===== config.mk =====
export PLATFORM = sky130hd
export DESIGN_NAME = pal_ctrl
export DESIGN_NICKNAME = d
export VERILOG_FILES = /design/src/rtl/pal_pkg.sv /design/src/rtl/pal_ctrl.sv
export SDC_FILE = /design/constraint.sdc
export NUM_CORES = 1
export LEC_CHECK = 0
export BUFFER_PORTS_ARGS = -buffer_cell sky130_fd_sc_hd__buf_4
export CAP_MARGIN = 20
export CELL_PAD_IN_SITES_DETAIL_PLACEMENT = 0
export CELL_PAD_IN_SITES_GLOBAL_PLACEMENT = 1
export CORE_AREA = 2 2 39 41
export CTS_BUF_LIST = sky130_fd_sc_hd__clkbuf_8
export DETAILED_ROUTE_END_ITERATION = 16
export DIE_AREA = 0 0 41 43
export GPL_ROUTABILITY_DRIVEN = 0
export MAX_ROUTING_LAYER = met4
export PLACE_DENSITY_LB_ADDON = 0.2
export SLEW_MARGIN = 10
export SYNTH_ARGS = -nofsm -noshare
export SYNTH_HDL_FRONTEND = slang
export SYNTH_SLANG_ARGS = --single-unit

===== constraint.sdc =====
create_clock -name clk -period 2.8 [get_ports clk]
set_input_delay 0.56 -clock clk [delete_from_list [all_inputs] [get_ports clk]]
set_output_delay 0.56 -clock clk [all_outputs]
set_load 0.1 [all_outputs]

===== src/rtl/pal_pkg.sv =====
`default_nettype none
// ----------------------------------------------------------------------------
// Positional array list package
// Shared constants, codes, state type and control/status bundles.
// ----------------------------------------------------------------------------
package pal_pkg;

  localparam int CAPACITY = 1024;
  localparam int ADDR_W   = $clog2(CAPACITY);
  localparam int CNT_W    = 11;
  localparam int POS_W    = 11;
  localparam int DATA_W   = 32;
  localparam int ACT_W    = 3;

  localparam logic [ACT_W-1:0] ACT_INS_FRONT = 3'd0;
  localparam logic [ACT_W-1:0] ACT_INS_POS   = 3'd1;
  localparam logic [ACT_W-1:0] ACT_INS_END   = 3'd2;
  localparam logic [ACT_W-1:0] ACT_REM_FRONT = 3'd3;
  localparam logic [ACT_W-1:0] ACT_REM_POS   = 3'd4;
  localparam logic [ACT_W-1:0] ACT_REM_END   = 3'd5;

  typedef enum logic [1:0] {
    ST_OK    = 2'd0,
    ST_FULL  = 2'd1,
    ST_EMPTY = 2'd2,
    ST_RANGE = 2'd3
  } status_t;

  typedef enum logic [2:0] {
    S_IDLE,
    S_CHECK,
    S_SHIFT_UP,
    S_WRITE_NEW,
    S_REMOVE_RD,
    S_SHIFT_DN,
    S_FINISH_RM,
    S_DONE
  } state_t;

  typedef struct packed {
    logic latch;
    logic check;
    logic shift_up;
    logic write_new;
    logic remove_rd;
    logic shift_dn;
    logic dec_count;
  } ctl_cmd_t;

  typedef struct packed {
    logic is_insert;
    logic fail;
    logic up_done;
    logic dn_done;
  } dp_stat_t;

endpackage

`default_nettype wire


===== src/rtl/pal_ctrl.sv =====
`default_nettype none
// ----------------------------------------------------------------------------
// Positional array list controller
// Sequences the check, shift and finish phases of one command.
// ----------------------------------------------------------------------------
module pal_ctrl
  import pal_pkg::*;
(
  input  wire logic     clk,
  input  wire logic     rst,
  input  wire logic     start,
  input  wire dp_stat_t stat,
  output      ctl_cmd_t cmd,
  output      logic     busy,
  output      logic     done
);

  state_t state, state_next;

  always_ff @(posedge clk) begin
    if (rst) begin
      state <= S_IDLE;
    end else begin
      state <= state_next;
    end
  end

  always_comb begin
    state_next = state;
    case (state)
      S_IDLE: begin
        if (start) begin
          state_next = S_CHECK;
        end
      end
      S_CHECK: begin
        if (stat.fail) begin
          state_next = S_DONE;
        end else if (stat.is_insert) begin
          state_next = S_SHIFT_UP;
        end else begin
          state_next = S_REMOVE_RD;
        end
      end
      S_SHIFT_UP: begin
        if (stat.up_done) begin
          state_next = S_WRITE_NEW;
        end
      end
      S_WRITE_NEW: state_next = S_DONE;
      S_REMOVE_RD: state_next = S_SHIFT_DN;
      S_SHIFT_DN: begin
        if (stat.dn_done) begin
          state_next = S_FINISH_RM;
        end
      end
      S_FINISH_RM: state_next = S_DONE;
      S_DONE:      state_next = S_IDLE;
      default:     state_next = S_IDLE;
    endcase
  end

  always_comb begin
    cmd       = '0;
    busy      = (state != S_IDLE);
    done      = 1'b0;
    case (state)
      S_IDLE:      cmd.latch     = start;
      S_CHECK:     cmd.check     = 1'b1;
      S_SHIFT_UP:  cmd.shift_up  = 1'b1;
      S_WRITE_NEW: cmd.write_new = 1'b1;
      S_REMOVE_RD: cmd.remove_rd = 1'b1;
      S_SHIFT_DN:  cmd.shift_dn  = 1'b1;
      S_FINISH_RM: cmd.dec_count = 1'b1;
      S_DONE:      done          = 1'b1;
      default:     cmd           = '0;
    endcase
  end

endmodule

`default_nettype wire


After elaboration in Yosys (flattened, before gate mapping)
Cells that the tools add are included.
- equal/unequal tests: 10
- multiplexer cells: 14
- reductions and logical operators: 4
- operator list (cell ; count):
    $pmux W3 S7 ; 1
    $mux W3 ; 5
    $eq A3 B3 Y1 const B ; 4
    $mux W1 ; 8
    $eq A3 B2 Y1 const B ; 2
    $ne A2 B2 Y1 const B ; 3
    $eq A3 B1 Y1 const B ; 1
    $logic_not A3 Y1 ; 1
    $reduce_and A3 Y1 ; 1
    $reduce_bool A3 Y1 ; 1
    $reduce_or A2 Y1 ; 1
- register bits after elaboration: 3
- input bits: 7
- output and inout port bits: 9

Logic depth before layout (Yosys ltp)
Gate-level depths: netlist of run 1.
- word-level depth: 3
- mapped depth: 4

Worst setup path after synthesis of run 1
No wires, ideal clock.
- kind: reg-to-output
- from: reg state[2]
- to: out cmd[1] (netlist bit)
- data arrival time: 2.739 ns
- setup slack: -0.499 ns
- cell stages (with the launch flop): 3
- buffers on the path: 1
- cell sequence: dfxtp_1 buf_2 nor3b_1
- RTL lines (element ; RTL line ; source):
    from (decl) ; pal_ctrl.sv:18 ; state_t state, state_next;
    from (signal assigned) ; pal_ctrl.sv:24 ; state <= state_next;
    to (decl) ; pal_ctrl.sv:13 ; output ctl_cmd_t cmd,

==> results of run 1 <==
==> layer usage <==
| layer | track usage | part of all wire |
|---|---|---|
| met5 | - | 0 |
| met4 | 0.08000 | 0.021 |
| met3 | 0.03141 | 0.088 |
| met2 | 0.1156 | 0.46 |
| met1 | 0.1090 | 0.43 |
==> critical path: cells and delay by family, from the launching register on <==
kind,cells,cell delay (ns)
buffers and inverters,1,0.29
and+or+nand+nor,2,0.53
DFF,1,0.44
==> power by group <==
group | switching (mW) | leakage, nW | internal (mW)
clock network | 0.0285 | 0.0269 | 0.0933
registers | 0.0200 | 0.0249 | 0.0496
logic | 0.134 | 0.146 | 0.0438
==> cell type report <==
type / count / area, um^2
repair buffers: 15 / 112.6
clock inverters: 1 / 3.754
multi-input cells: 23 / 163.9
inverters: 2 / 7.507
well taps: 16 / 20.02
fillers: 157 / 974.7
clock buffers: 3 / 41.29
flip-flops and latches: 3 / 60.06
==> final timing paths <==
path	startpoint	to	slack [ns]	cells past startpoint
max	state[1]	cmd[6]	0.77	3
min	rst	state[0]	0.52	2
max reg2reg	state[1]	state[2]	1.61	3
min reg2reg	state[2]	state[2]	0.62	2
==> per-stage QoR <==
step / utilization / instance area, um^2 / hold slack (ns)
finish: 0.2957 / 409.1 / 0.5212
detailed placement: 0.2631 / 364.1 / 0.6246
global placement: 0.2631 / 364.1 / 0.6244
CTS: 0.2957 / 409.1 / 0.5197
floorplan: - / 247.7 / 0.5622
global route: 0.2957 / 409.1 / 0.5245
==> cell usage in the layout (no fill, tap or decap), types with 2 or more instances in the layout <==
cell type | synthesis | layout
inv_1 | 1 | 2
nand2_1 | 2 | 2
nor2_1 | 4 | 3
and3_2 | 2 | 2
nor3b_2 | 0 | 2
clkbuf_8 | 0 | 3
dfxtp_1 | 3 | 3
a21oi_1 | 2 | 2
buf_4 | 0 | 15
or3_1 | 2 | 2
==> cells by family (layout without fill, tap and decap cells) <==
| kind of cell | Yosys count | count (layout) | share of synthesized area |
|---|---|---|---|
| flops | 3 | 3 | 0.2609 |
| simple gates | 14 | 14 | 0.3369 |
| compound gates | 8 | 8 | 0.2554 |
| buf+inv | 4 | 21 | 0.1032 |
| mux | 1 | 1 | 0.04348 |
==> results.txt, run 1 <==
maximum vdd ir drop -> 0.0003485 V
Critical Path, Cell by Cell -> or3_1, nor2_2, buf_4
DRT Wirelength -> 628 um
status -> completed
Num CTS Buffers -> 3
DR vias/cell -> 4.254
Tcrit/Tclk final -> 0.7255
Worst Setup Start Kind -> flip-flop
yosys warns -> 0
setup bufs post-CTS -> 0
overall routing resource usage -> 0.09147
area share of the largest cell type after synthesis -> 0.2609
# rows -> 14
min Tclk post-route -> 2.031 ns
Overflow after GRT -> 0
critical setup path kind -> flip-flop to output pin
global-route wire length before repair -> 1028 um
Mapped Nets -> 37
pwr/cell area -> 902.0 nW/um^2
clk_skew -> 0.001273 ns
Reg with most FFs -> state
Reg clk slew, reported paths -> 0.03 ns
share of layout cells above drive strength 1 -> 0.5745
starting density of the core -> 0.1664
synth top area cells -> dfxtp_1, a221oi_2, and3_2
max reg flops -> 3
TNS Setup -> 0 ns
Mapped Area -> 230.2 um^2
Sink Count -> 3
worst-case clock buffer depth -> 2
worst path arrival time -> 1.47 ns
H-tree depth -> 1
Main synth FF type -> dfxtp_1
HP Class -> primary input to flip-flop
Synth-to-Final Area Change -> 77.72%
worst skew pair latency -> 0.22 ns
Place WS -> 0.9975 ns
die height -> 43 um
async set or reset register ratio after synthesis -> 0
antenna viol nets, final -> 0
highest clock rate -> 0.4923 GHz
Hold-fix buffers, CTS -> 0
Die Footprint -> 1763 um^2
vias -> 268
register area share after synthesis -> 0.2609
initial DRC count -> 3
CTS tree -> built
Least-Margin Pin Slew -> 0.4723 ns
Post-route DRC -> 0
Clock Tree Root -> clkbuf_8
IO Pins -> 16
Post-synth EDFFs -> 0
max_cap viols -> 0
headroom to the max-slew limit -> 0.6847
TritonRoute pass-1 iters -> 3
PostCTS Resize Cnt -> 0
Avg Inst Size Synth -> 7.674 um^2
CP required -> 2.24 ns
Worst Slack Setup Final -> 0.7687 ns
Die Wd -> 41 um
Hold Fails Final Rpt -> 0
Setup violations, final -> 0
post-synth top area cell -> dfxtp_1
CP Capture Type -> output pin
fin. max-slew vios -> 0
number of global-route vias before repair -> 259
Synth cell types -> 20
antenna fix cells -> 0
Worst Path Max Fanout -> 14
initial antenna violation count -> 0
non-filler instance count after layout -> 63
largest net degree at the start of global routing -> 15
Regs by FF count -> state x3
max incr delay on CP -> 0.44 ns
# nets final -> 55
core footprint -> 1384 um^2
RSZ-0062 raised after global routing -> no
Buffers on Ports -> 15
slowest CP cell -> dfxtp_1
count leader, synth -> nor2_1
register bit total from synthesis -> 3
leakage -> 0.1977 nW
Syn Inst Count -> 30
commonest cells in the netlist -> nor2_1, dfxtp_1
Final Total Pwr -> 369.1 uW
placed cells -> 59
drt wl/cell -> 9.968 um
Note: power is estimated with default switching activity, not from simulation.
==> inputs of run 2 (changes only) <==
Clock period 2.8 ns to 1.7 ns, I/O delays scaled along.
==> results.txt, run 2 (same netlist as run 1, synthesis figures left out) <==
vias -> 289 (was 268)
number of global-route vias before repair -> 291 (was 259)
hold path start -> rst (unchanged)
Top Usage Layer GRT -> met2 (unchanged)
status -> completed (unchanged)
pwr/cell area -> 1356 nW/um^2 (was 902.0 nW/um^2)
hold path depth -> 2 (unchanged)
H-tree depth -> 1 (unchanged)
Hold Fails Final Rpt -> 0 (unchanged)
# nets final -> 59 (was 55)
Worst Slack Setup Final -> 0.06322 ns (was 0.7687 ns)
Overflow after GRT -> 0 (unchanged)
CP startpoint -> state[1] (unchanged)
overall routing resource usage -> 0.1028 (was 0.09147)
non-filler instance count after layout -> 67 (was 63)
initial DRC count -> 4 (was 3)
Net Sw Frac -> 0.4778 (was 0.4942)
leakage -> 0.2235 nW (was 0.1977 nW)
starting density of the core -> 0.1664 (unchanged)
post-route cell area -> 489.2 um^2 (was 409.1 um^2)
Sink Count -> 3 (unchanged)
Final HPWL DP -> 515.3 um
headroom to the max-slew limit -> 0.8263 (was 0.6847)
Regs by FF count -> state x3 (unchanged)
max_cap viols -> 0 (unchanged)
Reg clk slew, reported paths -> 0.03 ns (about the same)
commonest non-fill, non-tap cells in the layout -> buf_4, clkbuf_8 (was buf_4, nor2_1, clkbuf_8, dfxtp_1)
worst skew pair latency -> 0.21 ns (was 0.22 ns)
maximum vdd ir drop -> 0.0005750 V (was 0.0003485 V)
placed cells -> 63 (was 59)
Power Internal -> 346.5 uW (was 186.7 uW)
met3 usage -> 0.04712 (was 0.03141)
Final Total Pwr -> 663.6 uW (was 369.1 uW)
drt wl/cell -> 9.433 um (was 9.968 um)
Combinational Power Share -> 0.543 (was 0.481)
RSZ-0062 raised after global routing -> no (unchanged)
reg2reg end -> state[1] (was state[2])
met1 Use GR -> 0.1250 (was 0.1090)
max reg flops -> 3 (unchanged)
fin. max-slew vios -> 0 (unchanged)
HP Class -> primary input to flip-flop (unchanged)
Tcrit/Tclk final -> 0.9628
DR vias/cell -> 4.313 (was 4.254)
worst path arrival time -> 1.30 ns (was 1.47 ns)
Reg power frac -> 0.160 (was 0.189)
IO Pins -> 16 (unchanged)
CP required -> 1.36 ns (was 2.24 ns)
Setup violations, final -> 0 (unchanged)
Synth-to-Final Area Change -> 112.5% (was 77.72%)
highest clock rate -> 0.6110 GHz
Post-route DRC -> 0 (unchanged)
clock group share of total power -> 0.297 (was 0.330)
TritonRoute pass-1 iters -> 4 (was 3)
DRT Wirelength -> 632 um (was 628 um)
critical setup path kind -> flip-flop to output pin (unchanged)
clk_skew -> 0.002123 ns (was 0.001273 ns)
Num CTS Buffers -> 3 (unchanged)
Die Wd -> 41 um (unchanged)
min Tclk post-route -> 1.637 ns
worst reg2reg path depth -> 4 (was 3)
setup bufs post-CTS -> 0 (unchanged)
Die Footprint -> 1763 um^2 (unchanged)
CP Capture Type -> output pin (unchanged)
Worst Setup Start Kind -> flip-flop (unchanged)
Core Util, Final -> 0.3535 (was 0.2957)
Worst Path Max Fanout -> 10 (was 14)
Reg2Reg Setup Slack -> 0.51 ns (was 1.61 ns)
core footprint -> 1384 um^2 (unchanged)
largest net degree at the start of global routing -> 14 (was 15)
# rows -> 14 (unchanged)
Reg with most FFs -> state (unchanged)
P_sw -> 317.0 uW (was 182.4 uW)
global-route wire length before repair -> 1186 um (was 1028 um)
share of layout cells above drive strength 1 -> 0.6863 (was 0.5745)
Place WS -> 0.1448 ns (was 0.9975 ns)
TNS Setup -> 0 ns (unchanged)
Area after DPL -> 430.4 um^2 (was 364.1 um^2)
antenna fix cells -> 0 (unchanged)
Hold Path Sink -> state[0] (unchanged)
GR Layer Usage met2 -> 0.1344 (was 0.1156)
Clock Tree Root -> clkbuf_8 (unchanged)
worst reg2reg path startpoint -> state[2] (was state[1])
worst-case clock buffer depth -> 2 (unchanged)
Fillers -> 153 (was 157)
Buffers on Ports -> 15 (unchanged)
initial antenna violation count -> 0 (unchanged)
die height -> 43 um (unchanged)
CTS tree -> built (unchanged)
Hold Slack -> 0.2998 ns (was 0.5212 ns)
antenna viol nets, final -> 0 (unchanged)
commonest non-fill, non-tap cell in the layout -> buf_4 (unchanged)
Least-Margin Pin Slew -> 0.2583 ns (was 0.4723 ns)
run 2: cell type report:
type	instances	area, um^2	area share
multi-input cells	23	200.2	0.4092
repair buffers	19	153.9	0.3146
flip-flops and latches	3	62.56	0.1279
clock buffers	3	41.29	0.08440
well taps	16	20.02	0.04092
inverters	2	7.507	0.01535
clock inverters	1	3.754	0.007673
run 2: per-layer routing:
layer  wire [um]  share of wire
met5           0              0
met4           0              0
met3          44          0.070
met2         303           0.48
met1         285           0.45
run 2: worst max path at each step:
stage / end / slack [ns] / depth (start not counted)
after floorplan: cmd[1] / -0.08 / 2
after global placement: cmd[6] / 0.17 / 3
after detailed placement: cmd[6] / 0.14 / 3
after CTS: cmd[4] / 0.04 / 4
after global routing: cmd[6] / 0.009 / 3
final: cmd[6] / 0.06 / 3
run 2: power by group through the flow:
| stage | combinational, mW | sequential [mW] | clock, mW |
|---|---|---|---|
| 5_1_grt | 0.380 | 0.109 | 0.218 |
| 3_3_place_gp | 0.353 | 0.104 | 0 |
| 6_report | 0.360 | 0.106 | 0.197 |
| 3_5_place_dp | 0.354 | 0.106 | 0 |
| 2_1_floorplan | 0.290 | 0.0980 | 0 |
| 4_1_cts | 0.361 | 0.107 | 0.203 |
run 2: worst max-delay path, stage by stage (launching register included):
cell	delay, ns
dfxtp_2	0.37
or3_4	0.40
nor2_4	0.12
buf_8	0.20
run 2: timing repair:
item / in CTS / in global routing
endpoints found under the setup margin: 2 / 1
resized for setup: 4 / 1
pin swaps: 0 / 0
hold buffers: 0 / 0
hold endpoints to repair: 0 / 0
